[src/design/one_wire_bus_master_assert.svh]
// ----------------------------------------------------------------------------
// One-wire bus master assertion macros
// Concurrent check macros used at the end of the top level. In synthesis the
// macros expand to nothing.
// ----------------------------------------------------------------------------
`ifndef ONE_WIRE_BUS_MASTER_ASSERT_SVH
`define ONE_WIRE_BUS_MASTER_ASSERT_SVH
`ifndef SYNTHESIS
// Consequent must hold in the same cycle as the antecedent.
`define OWM_ASSERT_SAME(name, clk, rst, ante, cons, msg) \
   name: assert property (@(posedge clk) disable iff (rst) (ante) |-> (cons)) \
      else $error(msg);
// Consequent must hold in the cycle after the antecedent.
`define OWM_ASSERT_NEXT(name, clk, rst, ante, cons, msg) \
   name: assert property (@(posedge clk) disable iff (rst) (ante) |=> (cons)) \
      else $error(msg);
`else
`define OWM_ASSERT_SAME(name, clk, rst, ante, cons, msg)
`define OWM_ASSERT_NEXT(name, clk, rst, ante, cons, msg)
`endif
`endif

[src/design/owm_pkg.sv]
// ----------------------------------------------------------------------------
// One-wire bus master package
// Types, operation codes, phase encoding and slot timing constants shared by
// the step logic and the top level.
// ----------------------------------------------------------------------------
`default_nettype none

package owm_pkg;

   // Operation codes of an input word.
   localparam logic [2:0] OP_TICK   = 3'd0;
   localparam logic [2:0] OP_RESET  = 3'd1;
   localparam logic [2:0] OP_WRITE  = 3'd2;
   localparam logic [2:0] OP_READ   = 3'd3;
   localparam logic [2:0] OP_TOUCH  = 3'd4;

   // Kind of the running command.
   localparam logic [1:0] KIND_RESET = 2'd0;
   localparam logic [1:0] KIND_WRITE = 2'd1;
   localparam logic [1:0] KIND_READ  = 2'd2;
   localparam logic [1:0] KIND_TOUCH = 2'd3;

   // Configuration register indexes.
   localparam logic [1:0] CSR_RESET_LOW   = 2'd0;
   localparam logic [1:0] CSR_ZERO_LOW    = 2'd1;
   localparam logic [1:0] CSR_ONE_LOW     = 2'd2;
   localparam logic [1:0] CSR_READ_SAMPLE = 2'd3;

   // Configuration reset values.
   localparam logic [9:0] RST_RESET_LOW   = 10'd800;
   localparam logic [6:0] RST_ZERO_LOW    = 7'd60;
   localparam logic [3:0] RST_ONE_LOW     = 4'd8;
   localparam logic [3:0] RST_READ_SAMPLE = 4'd8;

   // Fixed phase lengths in microseconds.
   localparam logic [9:0] T_RST_GAP   = 10'd4;
   localparam logic [9:0] T_RST_PULL  = 10'd8;
   localparam logic [9:0] T_RST_S1    = 10'd70;
   localparam logic [9:0] T_RST_S2    = 10'd1;
   localparam logic [9:0] T_RST_S3    = 10'd239;
   localparam logic [9:0] T_RST_GAP2  = 10'd2;
   localparam logic [9:0] T_RST_PULL2 = 10'd60;
   localparam logic [9:0] T_RST_REC   = 10'd200;
   localparam logic [9:0] T_SL_GAP    = 10'd2;
   localparam logic [9:0] T_PULL_ZERO = 10'd16;
   localparam logic [9:0] T_PULL_ONE  = 10'd68;
   localparam logic [9:0] T_REC_WRITE = 10'd32;
   localparam logic [9:0] T_RD_HOLD   = 10'd16;
   localparam logic [9:0] T_RD_PULL   = 10'd19;
   localparam logic [9:0] T_REC_READ  = 10'd59;

   // Presence: first two samples low, third high.
   localparam logic [2:0] PRESENCE_PATTERN = 3'b100;

   typedef enum logic [15:0] {
      PH_IDLE      = 16'h0001,
      PH_RST_LOW   = 16'h0002,
      PH_RST_GAP   = 16'h0004,
      PH_RST_PULL  = 16'h0008,
      PH_RST_S1    = 16'h0010,
      PH_RST_S2    = 16'h0020,
      PH_RST_S3    = 16'h0040,
      PH_RST_GAP2  = 16'h0080,
      PH_RST_PULL2 = 16'h0100,
      PH_RST_REC   = 16'h0200,
      PH_SL_LOW    = 16'h0400,
      PH_SL_GAP    = 16'h0800,
      PH_SL_PULL   = 16'h1000,
      PH_SL_REC    = 16'h2000,
      PH_RD_WAIT   = 16'h4000,
      PH_RD_HOLD   = 16'h8000
   } phase_type;

   typedef struct packed {
      phase_type  phase;
      logic [9:0] phase_timer;
      logic [2:0] bit_index;
      logic [1:0] command_kind;
      logic [7:0] send_shift;
      logic [7:0] receive_shift;
      logic [2:0] presence_samples;
      logic       presence_flag;
   } state_type;

   typedef struct packed {
      logic [9:0] reset_low_us;
      logic [6:0] zero_low_us;
      logic [3:0] one_low_us;
      logic [3:0] read_sample_us;
   } cfg_type;

   typedef struct packed {
      logic [2:0] op;
      logic [7:0] data_byte;
      logic       line_level;
   } item_type;

   typedef struct packed {
      logic       drive_low;
      logic       pullup_on;
      logic       busy_res;
      logic       done_res;
      logic [7:0] result_byte;
      logic       presence;
      logic       rejected;
   } result_type;

endpackage

`default_nettype wire

[src/design/one_wire_bus_master.sv]
// ----------------------------------------------------------------------------
// One-wire bus master, standard speed
// Path: an accepted request waits in the input register, then moves on to the result
// register once that is free; a waiting result word is held while it is stalled.
// Throughput: one word per cycle unless rsp_stall holds a result word; the step
// logic updates the phase machine state between the input and result registers.
// Reset: synchronous, active high; returns the phase machine to idle and
// loads the timing registers with 800, 60, 8 and 8 microseconds.
// ----------------------------------------------------------------------------
`default_nettype none
`include "one_wire_bus_master_assert.svh"

module one_wire_bus_master
   import owm_pkg::*;
(
   input  wire logic       clock,
   input  wire logic       reset,
   // Request channel.
   input  wire logic       req_valid,
   output logic            req_stall,
   input  wire logic [2:0] req_op,
   input  wire logic [7:0] req_data_byte,
   input  wire logic       req_line_level,
   // Result channel.
   output logic            rsp_valid,
   input  wire logic       rsp_stall,
   output logic            rsp_drive_low,
   output logic            rsp_pullup_on,
   output logic            rsp_busy_res,
   output logic            rsp_done_res,
   output logic [7:0]      rsp_result_byte,
   output logic            rsp_presence,
   output logic            rsp_rejected,
   // Configuration write channel.
   input  wire logic       csr_valid,
   output logic            csr_ready,
   input  wire logic [1:0] csr_index,
   input  wire logic [9:0] csr_wdata
);

   logic       in_vld_ff, in_vld_in;
   item_type   item_ff;
   logic       out_vld_ff, out_vld_in;
   result_type result_ff;
   state_type  state_ff, state_in;
   cfg_type    cfg_ff;
   result_type step_result;
   logic       req_take;
   logic       out_free;
   logic       advance;

   // Handshake: the input register moves on whenever the result register is free.
   assign out_free  = !out_vld_ff || !rsp_stall;
   assign advance   = in_vld_ff && out_free;
   assign req_stall = in_vld_ff && !out_free;
   assign req_take  = req_valid && !req_stall;
   assign in_vld_in = req_take || (in_vld_ff && !advance);
   assign out_vld_in = advance || (out_vld_ff && rsp_stall);
   assign csr_ready = 1'b1;

   // Input register.
   always_ff @(posedge clock) begin
      if (reset) begin
         in_vld_ff <= 1'b0;
      end else begin
         in_vld_ff <= in_vld_in;
      end
      if (req_take) begin
         item_ff <= '{op: req_op, data_byte: req_data_byte, line_level: req_line_level};
      end
   end

   // Step logic for the word in the input register.
   owm_step u_step (
      .cur_state (state_ff),
      .cfg       (cfg_ff),
      .item      (item_ff),
      .nxt_state (state_in),
      .result    (step_result)
   );

   // Phase machine state.
   always_ff @(posedge clock) begin
      if (reset) begin
         state_ff <= '{phase: PH_IDLE, phase_timer: 10'd0, bit_index: 3'd0,
                       command_kind: KIND_RESET, send_shift: 8'd0, receive_shift: 8'd0,
                       presence_samples: 3'd0, presence_flag: 1'b0};
      end else if (advance) begin
         state_ff <= state_in;
      end
   end

   // Timing registers.
   always_ff @(posedge clock) begin
      if (reset) begin
         cfg_ff <= '{reset_low_us: RST_RESET_LOW, zero_low_us: RST_ZERO_LOW,
                     one_low_us: RST_ONE_LOW, read_sample_us: RST_READ_SAMPLE};
      end else if (csr_valid && csr_ready) begin
         unique case (csr_index)
            CSR_RESET_LOW:   cfg_ff.reset_low_us   <= csr_wdata;
            CSR_ZERO_LOW:    cfg_ff.zero_low_us    <= csr_wdata[6:0];
            CSR_ONE_LOW:     cfg_ff.one_low_us     <= csr_wdata[3:0];
            CSR_READ_SAMPLE: cfg_ff.read_sample_us <= csr_wdata[3:0];
            default: begin
            end
         endcase
      end
   end

   // Result register.
   always_ff @(posedge clock) begin
      if (reset) begin
         out_vld_ff <= 1'b0;
      end else begin
         out_vld_ff <= out_vld_in;
      end
      if (advance) begin
         result_ff <= step_result;
      end
   end

   assign rsp_valid       = out_vld_ff;
   assign rsp_drive_low   = result_ff.drive_low;
   assign rsp_pullup_on   = result_ff.pullup_on;
   assign rsp_busy_res    = result_ff.busy_res;
   assign rsp_done_res    = result_ff.done_res;
   assign rsp_result_byte = result_ff.result_byte;
   assign rsp_presence    = result_ff.presence;
   assign rsp_rejected    = result_ff.rejected;

   // A finished command leaves the master idle.
   `OWM_ASSERT_SAME(a_done_idle, clock, reset, rsp_valid && rsp_done_res,
                    !rsp_busy_res, "done while busy")
   // A rejected command only happens while a sequence runs.
   `OWM_ASSERT_SAME(a_reject_busy, clock, reset, rsp_valid && rsp_rejected,
                    rsp_busy_res && !rsp_done_res, "reject while idle")
   // The strong driver and the pull-up are never on together.
   `OWM_ASSERT_SAME(a_drive_excl, clock, reset, rsp_valid,
                    !(rsp_drive_low && rsp_pullup_on), "driver and pull-up both on")
   // The phase machine state only changes when a word passes through the step logic.
   `OWM_ASSERT_NEXT(a_state_hold, clock, reset, !advance, $stable(state_ff),
                    "state changed without a word")

endmodule

`default_nettype wire

[src/design/owm_step.sv]
// ----------------------------------------------------------------------------
// One-wire bus master step logic
// Combinational update of the phase machine for one input word: starts a
// command, counts down a tick or ends a phase, and forms the result word.
// ----------------------------------------------------------------------------
`default_nettype none

module owm_step
   import owm_pkg::*;
(
   input  state_type  cur_state,
   input  cfg_type    cfg,
   input  item_type   item,
   output state_type  nxt_state,
   output result_type result
);

   // Low time of the next slot: short for read slots and 1 bits.
   function automatic logic [9:0] slot_low_time(input logic [1:0] kind,
                                                input logic [7:0] send,
                                                input cfg_type    c);
      logic [9:0] t;
      if (kind == KIND_READ || send[0]) begin
         t = {6'd0, c.one_low_us};
      end else begin
         t = {3'd0, c.zero_low_us};
      end
      return t;
   endfunction

   logic       slot_read;
   logic       done;
   logic       rej;
   logic [2:0] samples_full;
   logic [7:0] send_next;
   logic [7:0] start_send;
   logic [1:0] start_kind;

   assign slot_read = (cur_state.command_kind == KIND_READ) ||
                      (cur_state.command_kind == KIND_TOUCH && cur_state.send_shift[0]);
   assign samples_full = cur_state.presence_samples | {item.line_level, 2'b00};
   assign send_next = {1'b0, cur_state.send_shift[7:1]};

   // Command kind and send byte of a new command.
   always_comb begin
      unique case (item.op)
         OP_WRITE: start_kind = KIND_WRITE;
         OP_READ:  start_kind = KIND_READ;
         OP_TOUCH: start_kind = KIND_TOUCH;
         default:  start_kind = KIND_RESET;
      endcase
   end
   assign start_send = (start_kind == KIND_READ) ? 8'd0 : item.data_byte;

   // Phase machine update.
   always_comb begin
      nxt_state = cur_state;
      done = 1'b0;
      rej = 1'b0;
      unique case (item.op)
         OP_TICK: begin
            if (cur_state.phase != PH_IDLE) begin
               if (cur_state.phase_timer > 10'd1) begin
                  nxt_state.phase_timer = cur_state.phase_timer - 10'd1;
               end else begin
                  unique case (cur_state.phase)
                     PH_RST_LOW: begin
                        nxt_state.phase = PH_RST_GAP;
                        nxt_state.phase_timer = T_RST_GAP;
                     end
                     PH_RST_GAP: begin
                        nxt_state.phase = PH_RST_PULL;
                        nxt_state.phase_timer = T_RST_PULL;
                     end
                     PH_RST_PULL: begin
                        nxt_state.phase = PH_RST_S1;
                        nxt_state.phase_timer = T_RST_S1;
                     end
                     PH_RST_S1: begin
                        nxt_state.presence_samples = {2'b00, item.line_level};
                        nxt_state.phase = PH_RST_S2;
                        nxt_state.phase_timer = T_RST_S2;
                     end
                     PH_RST_S2: begin
                        nxt_state.presence_samples[1] = item.line_level;
                        nxt_state.phase = PH_RST_S3;
                        nxt_state.phase_timer = T_RST_S3;
                     end
                     PH_RST_S3: begin
                        nxt_state.presence_samples = samples_full;
                        nxt_state.presence_flag = (samples_full == PRESENCE_PATTERN);
                        nxt_state.phase = PH_RST_GAP2;
                        nxt_state.phase_timer = T_RST_GAP2;
                     end
                     PH_RST_GAP2: begin
                        nxt_state.phase = PH_RST_PULL2;
                        nxt_state.phase_timer = T_RST_PULL2;
                     end
                     PH_RST_PULL2: begin
                        nxt_state.phase = PH_RST_REC;
                        nxt_state.phase_timer = T_RST_REC;
                     end
                     PH_RST_REC: begin
                        nxt_state.phase = PH_IDLE;
                        nxt_state.phase_timer = 10'd0;
                        done = 1'b1;
                     end
                     PH_SL_LOW: begin
                        if (slot_read) begin
                           nxt_state.phase = PH_RD_WAIT;
                           nxt_state.phase_timer = {6'd0, cfg.read_sample_us};
                        end else begin
                           nxt_state.receive_shift = {1'b0, cur_state.receive_shift[7:1]};
                           nxt_state.phase = PH_SL_GAP;
                           nxt_state.phase_timer = T_SL_GAP;
                        end
                     end
                     PH_SL_GAP: begin
                        nxt_state.phase = PH_SL_PULL;
                        nxt_state.phase_timer = cur_state.send_shift[0] ? T_PULL_ONE
                                                                        : T_PULL_ZERO;
                     end
                     PH_RD_WAIT: begin
                        nxt_state.receive_shift = {item.line_level,
                                                   cur_state.receive_shift[7:1]};
                        nxt_state.phase = PH_RD_HOLD;
                        nxt_state.phase_timer = T_RD_HOLD;
                     end
                     PH_RD_HOLD: begin
                        nxt_state.phase = PH_SL_PULL;
                        nxt_state.phase_timer = T_RD_PULL;
                     end
                     PH_SL_PULL: begin
                        nxt_state.phase = PH_SL_REC;
                        nxt_state.phase_timer = slot_read ? T_REC_READ : T_REC_WRITE;
                     end
                     PH_SL_REC: begin
                        nxt_state.send_shift = send_next;
                        if (cur_state.bit_index == 3'd7) begin
                           nxt_state.phase = PH_IDLE;
                           nxt_state.phase_timer = 10'd0;
                           done = 1'b1;
                        end else begin
                           nxt_state.bit_index = cur_state.bit_index + 3'd1;
                           nxt_state.phase = PH_SL_LOW;
                           nxt_state.phase_timer = slot_low_time(cur_state.command_kind,
                                                                 send_next, cfg);
                        end
                     end
                     default: begin
                        nxt_state.phase = PH_IDLE;
                        nxt_state.phase_timer = 10'd0;
                     end
                  endcase
               end
            end
         end
         OP_RESET, OP_WRITE, OP_READ, OP_TOUCH: begin
            if (cur_state.phase != PH_IDLE) begin
               rej = 1'b1;
            end else begin
               nxt_state.command_kind = start_kind;
               nxt_state.bit_index = 3'd0;
               nxt_state.receive_shift = 8'd0;
               if (start_kind == KIND_RESET) begin
                  nxt_state.send_shift = 8'd0;
                  nxt_state.presence_samples = 3'd0;
                  nxt_state.phase = PH_RST_LOW;
                  nxt_state.phase_timer = cfg.reset_low_us;
               end else begin
                  nxt_state.send_shift = start_send;
                  nxt_state.phase = PH_SL_LOW;
                  nxt_state.phase_timer = slot_low_time(start_kind, start_send, cfg);
               end
            end
         end
         default: begin
            // Unknown operation codes leave everything as it is.
         end
      endcase
   end

   // Result word shows the state after this input word.
   always_comb begin
      result.drive_low = (nxt_state.phase == PH_RST_LOW) || (nxt_state.phase == PH_SL_LOW);
      result.pullup_on = (nxt_state.phase == PH_RST_PULL) ||
                         (nxt_state.phase == PH_RST_PULL2) ||
                         (nxt_state.phase == PH_SL_PULL);
      result.busy_res = (nxt_state.phase != PH_IDLE);
      result.done_res = done;
      result.result_byte = (done && (nxt_state.command_kind == KIND_READ ||
                                     nxt_state.command_kind == KIND_TOUCH))
                           ? nxt_state.receive_shift : 8'd0;
      result.presence = nxt_state.presence_flag;
      result.rejected = rej;
   end

endmodule

`default_nettype wire

[config.mk]
export PLATFORM = sky130hd
export DESIGN_NAME = one_wire_bus_master
export DESIGN_NICKNAME = d
export VERILOG_FILES = /design/src/design/owm_pkg.sv /design/src/design/one_wire_bus_master.sv /design/src/design/owm_step.sv
export VERILOG_INCLUDE_DIRS = /design/src /design/src/design
export SDC_FILE = /design/constraint.sdc
export NUM_CORES = 1
export LEC_CHECK = 0
export BUFFER_PORTS_ARGS = -buffer_cell sky130_fd_sc_hd__buf_2
export CORE_ASPECT_RATIO = 0.8
export CORE_UTILIZATION = 50
export CTS_BUF_LIST = sky130_fd_sc_hd__clkbuf_8 sky130_fd_sc_hd__clkbuf_16
export CTS_CLUSTER_SIZE = 10
export DETAILED_ROUTE_END_ITERATION = 7
export GPL_TIMING_DRIVEN = 1
export PLACE_DENSITY = 0.71
export SLEW_MARGIN = 30
export SYNTH_ARGS = -nofsm -noshare
export SYNTH_HDL_FRONTEND = slang
export SYNTH_SLANG_ARGS = --single-unit
[constraint.sdc]
create_clock -name clock -period 2.4 [get_ports clock]
set_clock_uncertainty 0.1 [all_clocks]
set_input_delay 0 -clock clock [delete_from_list [all_inputs] [get_ports clock]]
set_output_delay 0 -clock clock [all_outputs]
set_load 0.01 [all_outputs]
* Word level (Yosys, flattened, before mapping)
Index checks and enable logic that the tools add are counted.
** Operators by class
- Add/subtract/negate cells :: 2
- Magnitude comparators :: 1
- Eq/ne operators :: 44
- Multiplexer cells :: 38
- Bitwise gates (word level) :: 1
- Reduce and logical (&&, ||, !) cells :: 36
** Operators by type and width (number)
- $pmux W26 S14 :: 1
- $pmux W29 S2 :: 1
- $mux W50 :: 1
- $mux W21 :: 2
- $mux W20 :: 2
- $pmux W19 S2 :: 1
- $eq A16 B11 Y1 const B :: 2
- $eq A16 B13 Y1 const B :: 2
- $eq A16 B2 Y1 const B :: 2
- $eq A16 B4 Y1 const B :: 2
- $eq A16 B9 Y1 const B :: 2
- $mux W8 :: 4
- $ne A16 B1 Y1 const B :: 2
- $mux W29 :: 1
- $mux W25 :: 1
- $mux W7 :: 3
- $reduce_and A7 Y1 :: 3
- $eq A16 B10 Y1 const B :: 1
- $eq A16 B12 Y1 const B :: 1
- $eq A16 B14 Y1 const B :: 1
- $eq A16 B15 Y1 const B :: 1
- $eq A16 B16 Y1 const B :: 1
- $eq A16 B3 Y1 const B :: 1
- $eq A16 B5 Y1 const B :: 1
- 36 further kinds :: 83
** Storage, ports and cells
- Register bits :: 104
- Bits of input ports :: 29
- Output and inout bits :: 17
- Word-level logic and storage cells :: 147

* Longest topological paths before layout
Gate-level depths: netlist of run 1.
- Depth after elaboration :: 12
- Mapped depth :: 10
- Gate-level depth less buffers :: 8

* Modules after synthesis
A second synthesis of run 1 with hierarchy kept.
** Unflattened totals
- Cell total of the unflattened synthesis :: 801
- Area total of the unflattened synthesis :: 6966.7 um^2
** Modules (own cells, without submodules)
- one_wire_bus_master :: times used 1, cells an instance 357, area an instance 4235.3 um^2, seq. area each 2342.2 um^2
- owm_step :: times used 1, cells an instance 444, area an instance 2731.4 um^2, seq. area each 0.0 um^2

* Worst setup path before layout of run 1
OpenSTA, ideal clock, no wires.
- Path kind :: reg-to-reg
- From :: register state_ff[39] (netlist bit)
- To :: register state_ff[14] (netlist bit)
- Setup time :: 0.070 ns
- Data arrival time :: 2.245 ns
- Data required time :: 2.230 ns
- Setup slack :: -0.015 ns
- Stages on the path, launching flop included :: 11
- Buffers on the path :: 4
- Clock period less this slack :: 2.415 ns
- Path through :: dfxtp_1 buf_2 nor4_4 and4_1 buf_4 mux2i_2 a21o_1 buf_6 clkbuf_1 o21ai_0 a21oi_1
** On the way
- Word-level cells in the longest chain between the ends :: 3
- Elaborated cells between the ends (all ways) :: 6
- Classes of those cells :: 5 x eq/ne; 1 x reduce/logical
** RTL lines
- start: declaration :: RTL line one_wire_bus_master.sv:45 : state_type state_ff, state_in;
- start signal: assignment :: RTL line one_wire_bus_master.sv:85 : state_ff <= '{phase: PH_IDLE, phase_timer: 10'd0, bit_index: 3'd0,
- start signal: assignment :: RTL line one_wire_bus_master.sv:89 : state_ff <= state_in;
- $eq A16 B14 Y1 / $ne A16 B1 Y1 (equally long branches) :: RTL line owm_step.sv:66, owm_step.sv:62, owm_step.sv:159
- $ne A2 B2 Y1 (no line) / $ne A2 B1 Y1 (equally long branches)
- $reduce_and A6 Y1 (no line) (*)
Mark *: on every way between the ends. The rest lies on a longest branch, timed or not.
A chain may end at the register's enable or synchronous reset.

* Final worst setup path of run 1
- From :: register state_ff[40] (netlist bit)
- To :: register state_ff[17] (netlist bit)
Same word-level chain as after synthesis.

==> implementation parameters, run 1 <==
Parameter                              Value

Outcome
  Result of the run ... finished, violations left
  Violated checks ... setup timing

Critical path
  Element type at the critical path end ... flip-flop
  Endpoint of the most critical register-to-register path ... state_ff[17]
  Critical path fanouts, max ... 5
  Crit path kind ... flip-flop to flip-flop
  Required time reported for the critical path endpoint ... 2580 ps
  R2R cell count ... 10
  Arrival time of data at the critical path endpoint ... between 2000 and 3000 ps
  Category of the worst setup path launch point ... flip-flop
  Reg-to-reg slack, setup ... -140 ps
  Reg2reg start ... state_ff[40]
  Start point of the critical path ... state_ff[40]

Place
  Placed Instances ... just over 900
  Post-DP HPWL ... around 14000 µm
  Standard cell area after detailed placement ... between 0.006 and 0.007 mm²
  Final weighted congestion in routability-driven placement ... 0.997
  Number of buffer cells added on primary ports ... 44

Global route
  Global-route wire length before repair ... ~30000 µm
  GRT Total Usage ... roughly a third
  Number of antenna violations at the first check in global routing ... 0
  Largest net degree at the start of global routing ... 36
  Number of global-route vias before repair ... 5837
  Total congestion overflow ... 0

Finish
  Nets ... roughly 890
  Count of non-filler cells in the finished layout ... between 1000 and 1500
  Most common cell after layout, fill and taps aside ... sky130_fd_sc_hd__buf_4
  Fraction of final layout cells with drive strength greater than 1 ... between 40% and 50%
  Layout Cell Area excl Fill ... around 0.0085 mm²
  Most used cells in the layout excluding fill and tap cells ... sky130_fd_sc_hd__buf_4, sky130_fd_sc_hd__dfxtp_1, sky130_fd_sc_hd__nand2_1
  Layout overhead on the synthesized area ... 48.4%
  Count of inserted antenna diode cells ... 0
  Filler Cells Inserted ... ~740

Clocking
  Number of CTS-inserted buffers ... 9
  Deepest clock path buffer count ... 2
  CTS tree ... done
  Number of sinks driven by the clock tree ... 104
  CTS H-tree depth ... 3
  Cell at the root of the clock tree ... sky130_fd_sc_hd__clkbuf_16
  Clk pin slew, worst setup/hold paths ... ~70 ps
  Clock latency on the worst-skew pair ... between 300 and 400 ps

Die
  Die Height ... roughly 98 µm
  Number of ports placed on the die boundary ... between 40 and 50
  Initial core utilization ... between 50% and 60%
  Core region area ... between 0.01 and 0.015 mm²
  Die ar. ... around 0.012 mm²
  Die width ... around 120 µm
  Std-Cell Rows ... 34

Logic synthesis
  Post-Synthesis Mean Instance Area ... 8.78 µm²
  Largest area contributor in the synthesized netlist ... sky130_fd_sc_hd__dfxtp_1
  Post-Syn Area ... between 0.005 and 0.006 mm²
  Dominant combinational cell family by area after synthesis ... simple AND/OR/NAND/NOR gates
  Sequential element share of the synthesized area ... between 40 and 50%
  Synth area leaders ... sky130_fd_sc_hd__dfxtp_1, sky130_fd_sc_hd__edfxtp_1, sky130_fd_sc_hd__a21oi_1, sky130_fd_sc_hd__nand2_1, sky130_fd_sc_hd__mux2i_1
  Post-synthesis net count ... just under 700
  Number of storage elements in the synthesis netlist ... 104
  Fraction of the mapped netlist area in adder cells ... less than 1%
  Count of warnings emitted by yosys ... 0
  Netlist cell types ... 73
  Cell count after synthesis ... between 600 and 700
  Top_reg_cell synth ... sky130_fd_sc_hd__dfxtp_1
  Number of flops mapped to enable cells by yosys ... 26
  Simple-gate share of the synthesized area ... between 20% and 30%
  Yosys top cell area share ... 27.2%
  Post-synthesis mux area share ... roughly 4.3%
  Xor-xnor portion of the synthesized cell area ... 2.14%
  Complex-gate fraction of the synthesized area ... just under 20%
  Share of synthesized flip-flops with an asynchronous set or reset ... 0%

Worst hold path
  Worst-case hold path end point ... cfg_ff[19]
  Hold Path Origin ... csr_index[0]
  Hold path depth ... 5
  Hold/Removal Path Class ... input port to flip-flop

STA
  Setup violations, final ... 44
  Final Critical Period ... 2540 ps
  Final setup slack of the worst path ... -137 ps
  Tightest hold margin ... between 70 and 80 ps
  Max-slew violation total from the final report ... 0
  Final worst path period share ... 106%
  RSZ-0062 raised after global routing ... true
  Fmax achieved ... around 400 MHz
  Worst slew margin relative to its limit ... a little under three fifths
  Final hold vios ... 0
  Total negative slack for setup checks ... -2140 ps
  Slew at the pin closest to its max-slew limit ... about 650 ps

Job
  Max cap viols ... 0

Routing
  Number of vias per cell ... approximately 6.3
  Number of detailed-routing iterations run before antenna repair ... 5
  Wirelength per Cell ... slightly above 20 µm
  Post-Route WL ... a little over 20000 µm
  Total number of vias ... around 6400
  Number of design rule violations left after detail routing ... 0
  Number of DRC markers after the initial detailed-route iteration ... around 900
  Antenna-violating nets left ... 0

Pwr
  Post-route total power ... 4.25 mW
  Total leakage power ... 3.45 nW
  IR drop worst, VDD ... between 400 and 500 µV
  Power per cell area ... ~500 mW/mm²
==> through the flow <==
step                      utilization (%)  worst slack, ps
final                                77.2             -137
after global placement               62.7             -188
after CTS                            70.3            -70.5
after global routing                 77.2             -167
after detailed placement             62.7             -235
after floorplan                         -             2.60
==> cells in the mapped netlist (8+ instances only) <==
library cell               number
sky130_fd_sc_hd__a211oi_1      10
sky130_fd_sc_hd__a21oi_1       64
sky130_fd_sc_hd__a22oi_1       18
sky130_fd_sc_hd__and2_1        12
sky130_fd_sc_hd__and3_1         8
sky130_fd_sc_hd__clkbuf_1      28
sky130_fd_sc_hd__dfxtp_1       78
sky130_fd_sc_hd__edfxtp_1      26
sky130_fd_sc_hd__inv_1         11
sky130_fd_sc_hd__mux2i_1       21
sky130_fd_sc_hd__nand2_1       66
sky130_fd_sc_hd__nand3_1       29
sky130_fd_sc_hd__nand3b_1       8
sky130_fd_sc_hd__nor2_1        48
sky130_fd_sc_hd__nor3_1        20
sky130_fd_sc_hd__nor4_1         9
sky130_fd_sc_hd__o21ai_0       27
sky130_fd_sc_hd__or3_1         12
sky130_fd_sc_hd__or4b_2         9
==> worst max-delay path: stages (launching register included) <==
cell and delay [ps]:
sky130_fd_sc_hd__dfxtp_4 360, sky130_fd_sc_hd__buf_6 110, sky130_fd_sc_hd__nor4_4 340, sky130_fd_sc_hd__buf_4 170, sky130_fd_sc_hd__nand4_1 230, sky130_fd_sc_hd__buf_6 240, sky130_fd_sc_hd__nor3_4 190, sky130_fd_sc_hd__buf_4 180
sky130_fd_sc_hd__a22oi_1 70, sky130_fd_sc_hd__or3_4 350, sky130_fd_sc_hd__a21oi_2 120
==> cells by family after synthesis <==
kind of cell / after synthesis
simple gates: 279
compound gates: 174
other cells: 1
xor+xnor: 14
mux: 24
flops: 104
buf+inv: 53
fa+ha+maj: 4
==> flip-flops by register name, indices dropped and copies added (netlist names), 8 cells and up <==
name,count
rsp_result_byte,8
state_ff,51
item_ff,12
cfg_ff,25
==> metal layers <==
| metal | GRT usage [%] | vias up | wire length (µm) |
|---|---|---|---|
| met3 | 5.55 | 88 | 1830 |
| li1 | - | 2851 | - |
| met1 | 45.8 | 3049 | 8660 |
| met2 | 52.0 | 400 | 9380 |
| met4 | 13.0 | 0 | 867 |
| met5 | 0 | - | 0 |
==> power breakdown <==
part           leakage [nW]  switching [mW]  internal (mW)
logic                  2.43           0.552          0.454
clock network         0.133           0.658          0.695
registers             0.885          0.0424           1.85
==> cell type report <==
| class | count | area, µm² | area share, % |
|---|---|---|---|
| Clock buffer | 9 | 225 | 2.65 |
| Clock inverter | 7 | 40.0 | 0.470 |
| Inverter | 11 | 41.3 | 0.485 |
| Multi-Input combinational cell | 498 | 3830 | 45.0 |
| Sequential cell | 104 | 2370 | 27.9 |
| Tap cell | 144 | 180 | 2.12 |
| Timing Repair Buffer | 235 | 1820 | 21.3 |
==> timing repair <==
| item | 4_1_cts | 5_1_grt |
|---|---|---|
| endpoints found under the hold margin | 48 | 0 |
| gates resized for setup | 54 | 140 |
| cloned | 3 | 3 |
| endpoints found under the setup margin | 58 | 57 |
| setup buffers | 11 | 23 |
| pin swaps | 21 | 69 |
| hold buffers | 26 | 0 |
==> worst max path at each step <==
stage / endpoint / cells after the start
3_5_place_dp: state_ff[26] / 8
5_1_grt: state_ff[17] / 10
4_1_cts: state_ff[17] / 7
3_3_place_gp: rsp_pullup_on / 7
2_1_floorplan: state_ff[1] / 6
6_report: state_ff[17] / 10
(Power assumes the default switching activity.)
==> run 2: changes to the inputs <==
--- a/config.mk
+++ b/config.mk
@@ -8,6 +8,7 @@
 export LEC_CHECK = 0
 export BUFFER_PORTS_ARGS = -buffer_cell sky130_fd_sc_hd__buf_2
 export CORE_ASPECT_RATIO = 0.8
+export CORE_MARGIN = 5
 export CORE_UTILIZATION = 50
 export CTS_BUF_LIST = sky130_fd_sc_hd__clkbuf_8 sky130_fd_sc_hd__clkbuf_16
 export CTS_CLUSTER_SIZE = 10
==> run 2 against run 1 <==
  * The run still ends with setup timing left
  * Largest power group unchanged
  * First-iteration DRC count decreased by 1.1%
  * Critical path depth is 2 lower
  * Maximum frequency is 0.21% higher
  * Critical path type unchanged
  * Core utilization decreased by 4.5 points
==> implementation parameters, run 2 (synthesized netlist as in run 1, its figures left out) <==
Parameter                              Value

Outcome
  Result of the run ... finished, violations left
  Violated checks ... setup timing

Die
  Initial core utilization ... 50.4% (-1.7 points)
  Die ar. ... 0.0137 mm² (+15%)
  Die Height ... 106 µm (+8.2%)
  Core region area ... 0.0114 mm² (+3.3%)
  Std-Cell Rows ... 35 (+2.9%)
  Number of ports placed on the die boundary ... 46 (unchanged)
  Die width ... 130 µm (+6.6%)

Critical path
  Critical Path Slowest Stage Cell ... sky130_fd_sc_hd__or4_4
  Category of the worst setup path launch point ... flip-flop
  Crit path kind ... flip-flop to flip-flop
  Cells along the critical path ... or4_4 > buf_4 > nor4_4 > a31oi_4 > buf_6 > nand4_4 > o211ai_1 > a311oi_1
  Crit-path max cell delay ... 630 ps (+270 ps)
  Element type at the critical path end ... flip-flop
  Critical path fanouts, max ... 7 (+2)
  Required time reported for the critical path endpoint ... 2560 ps (-20 ps)
  Arrival time of data at the critical path endpoint ... 2690 ps (-30 ps)

Global route
  Number of antenna violations at the first check in global routing ... 0 (unchanged)
  Total congestion overflow ... 0 (unchanged)
  Largest net degree at the start of global routing ... 66 (+83%)
  GRT Total Usage ... 29.6% (-3.7 points)
  Number of global-route vias before repair ... 5984 (+2.5%)
  Global-route wire length before repair ... 32000 µm (+5.1%)

Finish
  Area taken by flip-flops and latches ... 0.00237 mm² (about the same)
  Top reg by flops ... state_ff
  Nets ... 878 (-1.6%)
  Layout Cell Area excl Fill ... 0.00829 mm² (-2.6%)
  Count of non-filler cells in the finished layout ... 998 (-0.99%)
  Core occupancy in the finished layout ... 72.8% (-4.5 points)
  Most used cells in the layout excluding fill and tap cells ... sky130_fd_sc_hd__buf_4, sky130_fd_sc_hd__nand2_1, sky130_fd_sc_hd__dfxtp_1
  Area occupied by multi-input gates ... 0.00369 mm² (-3.6%)
  Most common cell after layout, fill and taps aside ... sky130_fd_sc_hd__buf_4
  Count of inserted antenna diode cells ... 0 (unchanged)
  Filler Cells Inserted ... 812 (+9.9%)
  Layout overhead on the synthesized area ... 44.5%
  Flip-flop count of the largest register after layout ... 51 (unchanged)
  Fraction of final layout cells with drive strength greater than 1 ... 39.5% (-3.1 points)
  Largest registers ... state_ff x51, cfg_ff x25, item_ff x12

Clocking
  Cell at the root of the clock tree ... sky130_fd_sc_hd__clkbuf_16
  Clk pin slew, worst setup/hold paths ... 70 ps (about the same)
  Deepest clock path buffer count ... 2 (unchanged)
  CTS H-tree depth ... 3 (unchanged)
  CTS tree ... done
  Number of sinks driven by the clock tree ... 104 (unchanged)
  Number of CTS-inserted buffers ... 9 (unchanged)
  Clock latency on the worst-skew pair ... 350 ps (about the same)

Routing
  Number of design rule violations left after detail routing ... 0 (unchanged)
  Wirelength per Cell ... 20.8 µm (+0.92%)
  Total number of vias ... 6273 (-1.8%)
  Number of DRC markers after the initial detailed-route iteration ... 871 (-1.1%)
  Number of vias per cell ... 6.29 (-0.82%)
  Antenna-violating nets left ... 0 (unchanged)
  Post-Route WL ... 20700 µm (about the same)
  Number of detailed-routing iterations run before antenna repair ... 6 (+1)

STA
  Final hold vios ... 0 (unchanged)
  Max-slew violation total from the final report ... 0 (unchanged)
  Final setup slack of the worst path ... -132 ps (+5.37 ps)
  Final Critical Period ... 2530 ps (-5.37 ps)
  Fmax achieved ... 395 MHz (+0.21%)
  Total negative slack for setup checks ... -881 ps (+1260 ps)
  Worst slew margin relative to its limit ... 45.7% (-10 points)
  Slew at the pin closest to its max-slew limit ... 815 ps (+160 ps)
  Final worst path period share ... 105% (-0.22 points)
  RSZ-0062 raised after global routing ... true
  Setup violations, final ... 26 (-41%)

Place
  Final weighted congestion in routability-driven placement ... 0.962 (-3.5%)
  Placed Instances ... 925 (-0.11%)
  Standard cell area after detailed placement ... 0.00687 mm² (-0.65%)
  Post-DP HPWL ... 13600 µm (-0.66%)
  Number of buffer cells added on primary ports ... 44 (unchanged)

Pwr
  Post-route total power ... 4.31 mW (+1.3%)
  Power per cell area ... 520 mW/mm² (+4.0%)
  IR drop worst, VDD ... 439 µV (+5.7%)
  Total leakage power ... 3.36 nW (-2.5%)

Worst hold path
  Hold/Removal Path Class ... input port to flip-flop

Job
  Max cap viols ... 0 (unchanged)
==> run 2: cell types whose count changed in the layout (fill, tap and decap cells not counted), moves of 3 or more <==
| cell | before | now |
|---|---|---|
| sky130_fd_sc_hd__buf_4 | 147 | 131 |
| sky130_fd_sc_hd__a22oi_1 | 12 | 17 |
| sky130_fd_sc_hd__a22oi_2 | 6 | 1 |
| sky130_fd_sc_hd__nand2_1 | 60 | 65 |
| sky130_fd_sc_hd__a21oi_1 | 45 | 49 |
| sky130_fd_sc_hd__a21oi_2 | 17 | 13 |
| sky130_fd_sc_hd__buf_6 | 13 | 17 |
| sky130_fd_sc_hd__nand2_2 | 5 | 1 |
| sky130_fd_sc_hd__nor3_1 | 12 | 16 |
| sky130_fd_sc_hd__nor3_4 | 5 | 1 |
| sky130_fd_sc_hd__buf_12 | 4 | 1 |
==> run 2: final cells by class <==
cell class	count	area share [%]
repair buffers	221	20.5
inverters	11	0.498
multi-input cells	498	44.6
flip-flops and latches	104	28.6
clock buffers	11	3.19
clock inverters	5	0.347
well taps	148	2.23
==> run 2: what timing repair did <==
action,in CTS,in global routing
buffers inserted,13,15
resized for setup,75,85
setup endpoints to repair,61,59
pin swaps,31,25
gates cloned,6,0
hold buffers,25,0
hold endpoints to repair,39,0
==> run 2: worst max-delay path, delay by kind of cell, from the launching register on <==
family | cells | cell delay, ps
AOI/OAI and AO/OA | 3 | 590
DFF | 1 | 380
buffers and inverters | 2 | 360
and+or+nand+nor | 3 | 1010
==> run 2: worst paths after layout <==
| kind | to | start | slack, ps | cells past startpoint |
|---|---|---|---|---|
| setup / recovery | state_ff[29] | state_ff[36] | -130 | 8 |
| hold / removal | cfg_ff[21] | csr_index[1] | 40 | 5 |
| setup reg to reg | state_ff[29] | state_ff[36] | -130 | 8 |
| hold reg to reg | cfg_ff[18] | cfg_ff[18] | 360 | 2 |
==> run 2: through the flow <==
stage	hold slack (ps)	setup slack (ps)
after floorplan	-1.13	2.60
after detailed placement	78.1	-225
final	39.1	-132
after global routing	77.9	-158
after CTS	34.6	-37.1
after global placement	77.5	-193
==> run 2: power breakdown <==
group	total, mW	switching (mW)	leakage (nW)	internal, mW
clock network	1.45	0.663	0.150	0.791
registers	1.89	0.0416	0.885	1.85
logic	0.963	0.530	2.33	0.433
==> run 2: metal layers <==
layer / wire [µm] / up-vias / part of all wire, % / GRT usage, %
met5: 0 / - / 0 / 0
met4: 611 / 0 / 2.9 / 8.31
met3: 1750 / 61 / 8.4 / 6.23
met2: 9740 / 352 / 47 / 47.4
met1: 8630 / 3031 / 42 / 40.3
li1: - / 2829 / - / -
==> run 3: changes to the inputs <==
--- a/config.mk
+++ b/config.mk
@@ -9,12 +9,11 @@
 export BUFFER_PORTS_ARGS = -buffer_cell sky130_fd_sc_hd__buf_2
 export CORE_ASPECT_RATIO = 0.8
 export CORE_MARGIN = 5
-export CORE_UTILIZATION = 50
-export CTS_BUF_LIST = sky130_fd_sc_hd__clkbuf_8 sky130_fd_sc_hd__clkbuf_16
+export CORE_UTILIZATION = 45
 export CTS_CLUSTER_SIZE = 10
 export DETAILED_ROUTE_END_ITERATION = 7
 export GPL_TIMING_DRIVEN = 1
-export PLACE_DENSITY = 0.71
+export PLACE_DENSITY = 0.65
 export SLEW_MARGIN = 30
 export SYNTH_ARGS = -nofsm -noshare
 export SYNTH_HDL_FRONTEND = slang
==> run 3 against run 2 <==
  * The run still ends with setup timing left
  * Sequential share of layout area shrank 0.41 points
  * Count of clock-buffer cells in the layout shrank 1
  * Setup slack gained 56 ps
  * Maximum frequency grew 2.3%
  * Core utilization shrank 4.8 points
  * Clock power grew 3%
  * Final cell count grew 2.8%
  * Critical path type unchanged
==> implementation parameters, run 3 (synthesized netlist as in run 1, its figures left out) <==
Parameter                              Value

Outcome
  Result of the run ... finished, violations left
  Violated checks ... setup timing

Critical path
  Critical path buffer and inverter count ... 2 (unchanged)
  R2R cell count ... 8 (unchanged)
  Required time reported for the critical path endpoint ... 2470 ps (-90 ps)
  Crit path kind ... flip-flop to flip-flop
  Reg2reg start ... state_ff[42]
  Reg-to-reg slack, setup ... -80 ps (+60 ps)
  Gate family responsible for the most delay along the worst path ... simple AND/OR/NAND/NOR gates
  Critical Path Slowest Stage Cell ... sky130_fd_sc_hd__or4_4
  Critical path fanouts, max ... 5 (-2)
  Crit-path max cell delay ... 550 ps (-80 ps)
  Endpoint of the most critical register-to-register path ... rsp_drive_low
  Cells along the critical path ... or4_4 > buf_6 > nor3_4 > buf_6 > a311o_1 > a21oi_2 > o21a_1 > nor4b_2
  Arrival time of data at the critical path endpoint ... 2550 ps (-140 ps)
  Category of the worst setup path launch point ... flip-flop
  Element type at the critical path end ... flip-flop
  Critical path's most frequent cell ... sky130_fd_sc_hd__buf_6

Die
  Initial core utilization ... 46.5% (-3.9 points)
  Std-Cell Rows ... 36 (+2.9%)
  Number of ports placed on the die boundary ... 46 (unchanged)
  Die Height ... 111 µm (+4.9%)
  Core region area ... 0.0123 mm² (+8.4%)
  Die ar. ... 0.0151 mm² (+10%)
  Die width ... 136 µm (+5.0%)

Clocking
  CTS H-tree depth ... 3 (unchanged)
  Clock latency on the worst-skew pair ... 360 ps (about the same)
  CTS tree ... done
  Number of CTS-inserted buffers ... 9 (unchanged)
  Cell at the root of the clock tree ... sky130_fd_sc_hd__clkbuf_16
  Deepest clock path buffer count ... 2 (unchanged)
  Number of sinks driven by the clock tree ... 104 (unchanged)
  Clk pin slew, worst setup/hold paths ... 70 ps (about the same)

Finish
  Top reg by flops ... state_ff
  Fraction of final layout cells with drive strength greater than 1 ... 40.4% (+0.82 points)
  Flip-flop count of the largest register after layout ... 51 (unchanged)
  Layout overhead on the synthesized area ... 46.3%
  Largest registers ... state_ff x51, cfg_ff x25, item_ff x12
  Most used cells in the layout excluding fill and tap cells ... sky130_fd_sc_hd__buf_4, sky130_fd_sc_hd__nand2_1, sky130_fd_sc_hd__dfxtp_1
  Nets ... 883 (+0.57%)
  Most common cell after layout, fill and taps aside ... sky130_fd_sc_hd__buf_4
  Count of inserted antenna diode cells ... 0 (unchanged)

Pwr
  Post-route total power ... 4.33 mW (+0.46%)
  IR drop worst, VDD ... 499 µV (+14%)
  Total leakage power ... 3.39 nW (+0.62%)
  Power per cell area ... 516 mW/mm² (-0.75%)

Worst hold path
  Hold Path Origin ... csr_index[0]
  Worst-case hold path end point ... cfg_ff[19]
  Hold/Removal Path Class ... input port to flip-flop
  Hold path depth ... 5 (unchanged)

STA
  Final hold vios ... 0 (unchanged)
  Fmax achieved ... 404 MHz (+2.3%)
  Worst slew margin relative to its limit ... 46.2% (+0.54 points)
  Final worst path period share ... 103% (-2.3 points)
  Max-slew violation total from the final report ... 0 (unchanged)
  Tightest hold margin ... 40.9 ps (+1.84 ps)
  Slew at the pin closest to its max-slew limit ... 796 ps (-19.3 ps)
  Total negative slack for setup checks ... -1180 ps (-298 ps)
  Final Critical Period ... 2480 ps (-56.4 ps)
  Final setup slack of the worst path ... -75.3 ps (+56.4 ps)
  Setup violations, final ... 32 (+23%)
  RSZ-0062 raised after global routing ... true

Routing
  Number of detailed-routing iterations run before antenna repair ... 5 (-1)
  Antenna-violating nets left ... 0 (unchanged)
  Wirelength per Cell ... 19.6 µm (-5.6%)
  Post-Route WL ... 20100 µm (-2.9%)
  Number of DRC markers after the initial detailed-route iteration ... 542 (-38%)
  Number of vias per cell ... 5.87 (-6.5%)
  Number of design rule violations left after detail routing ... 0 (unchanged)
  Total number of vias ... 6027 (-3.9%)

Place
  Final weighted congestion in routability-driven placement ... 0.944 (-1.9%)
  Pre-CTS setup slack ... -182 ps (+43.0 ps)
  Post-DP HPWL ... 13600 µm (about the same)
  Number of buffer cells added on primary ports ... 44 (unchanged)

Job
  Max cap viols ... 0 (unchanged)

Global route
  Number of antenna violations at the first check in global routing ... 0 (unchanged)
  GRT Total Usage ... 26.0% (-3.6 points)
  Global-route wire length before repair ... 30900 µm (-3.3%)
  Number of global-route vias before repair ... 5836 (-2.5%)
  Total congestion overflow ... 0 (unchanged)
  Largest net degree at the start of global routing ... 66 (unchanged)
## run 3: cell type report
class	instances	area [µm²]
fillers	983	3950
clock inverters	6	68.8
flip-flops and latches	104	2370
well taps	171	214
repair buffers	225	1760
inverters	11	41.3
multi-input cells	499	3710
clock buffers	10	229
## run 3: how the worst max path moves through the flow
stage                      start                 end  cells after the start
floorplan           state_ff[30]         state_ff[1]                      6
global placement    state_ff[35]  rsp_result_byte[4]                      6
detailed placement  state_ff[39]  rsp_result_byte[4]                      7
CTS                 state_ff[33]         state_ff[1]                      7
global route        state_ff[42]       rsp_drive_low                      8
finish              state_ff[42]       rsp_drive_low                      8
## run 3: what timing repair did
action,4_1_cts,5_1_grt
endpoints found under the setup margin,54,55
resized for setup,81,81
hold buffers,25,0
setup buffers,16,12
hold endpoints to repair,39,0
gates cloned,5,2
pin swaps,28,25
## run 3: where the power goes
group | switching, mW | leakage (nW) | internal, mW
clock | 0.676 | 0.138 | 0.815
combinational | 0.518 | 2.36 | 0.428
sequential | 0.0403 | 0.884 | 1.85
total | 1.23 | 3.39 | 3.10
## run 3: stage by stage
stage | cell area [µm²] | utilization (%) | std cells
4_1_cts | 7970 | 64.6 | 1015
2_1_floorplan | 5740 | - | 653
3_3_place_gp | 6940 | 56.3 | 953
6_report | 8390 | 68.0 | 1026
5_1_grt | 8390 | 68.0 | 1026
3_5_place_dp | 6940 | 56.3 | 953
## run 3: per-layer routing
metal	vias to the layer above	part of all wire (%)	track usage, %
met1	2901	43	35.5
li1	2841	-	-
met4	0	2.1	7.45
met3	34	8.9	7.44
met2	251	46	39.9
met5	-	0	0
## run 3: worst register-to-register path: stages (launching register included)
cell,delay [ps]
sky130_fd_sc_hd__dfxtp_4,360
sky130_fd_sc_hd__or4_4,550
sky130_fd_sc_hd__buf_6,160
sky130_fd_sc_hd__nor3_4,220
sky130_fd_sc_hd__buf_6,150
sky130_fd_sc_hd__a311o_1,180
sky130_fd_sc_hd__a21oi_2,70
sky130_fd_sc_hd__o21a_1,210
sky130_fd_sc_hd__nor4b_2,290
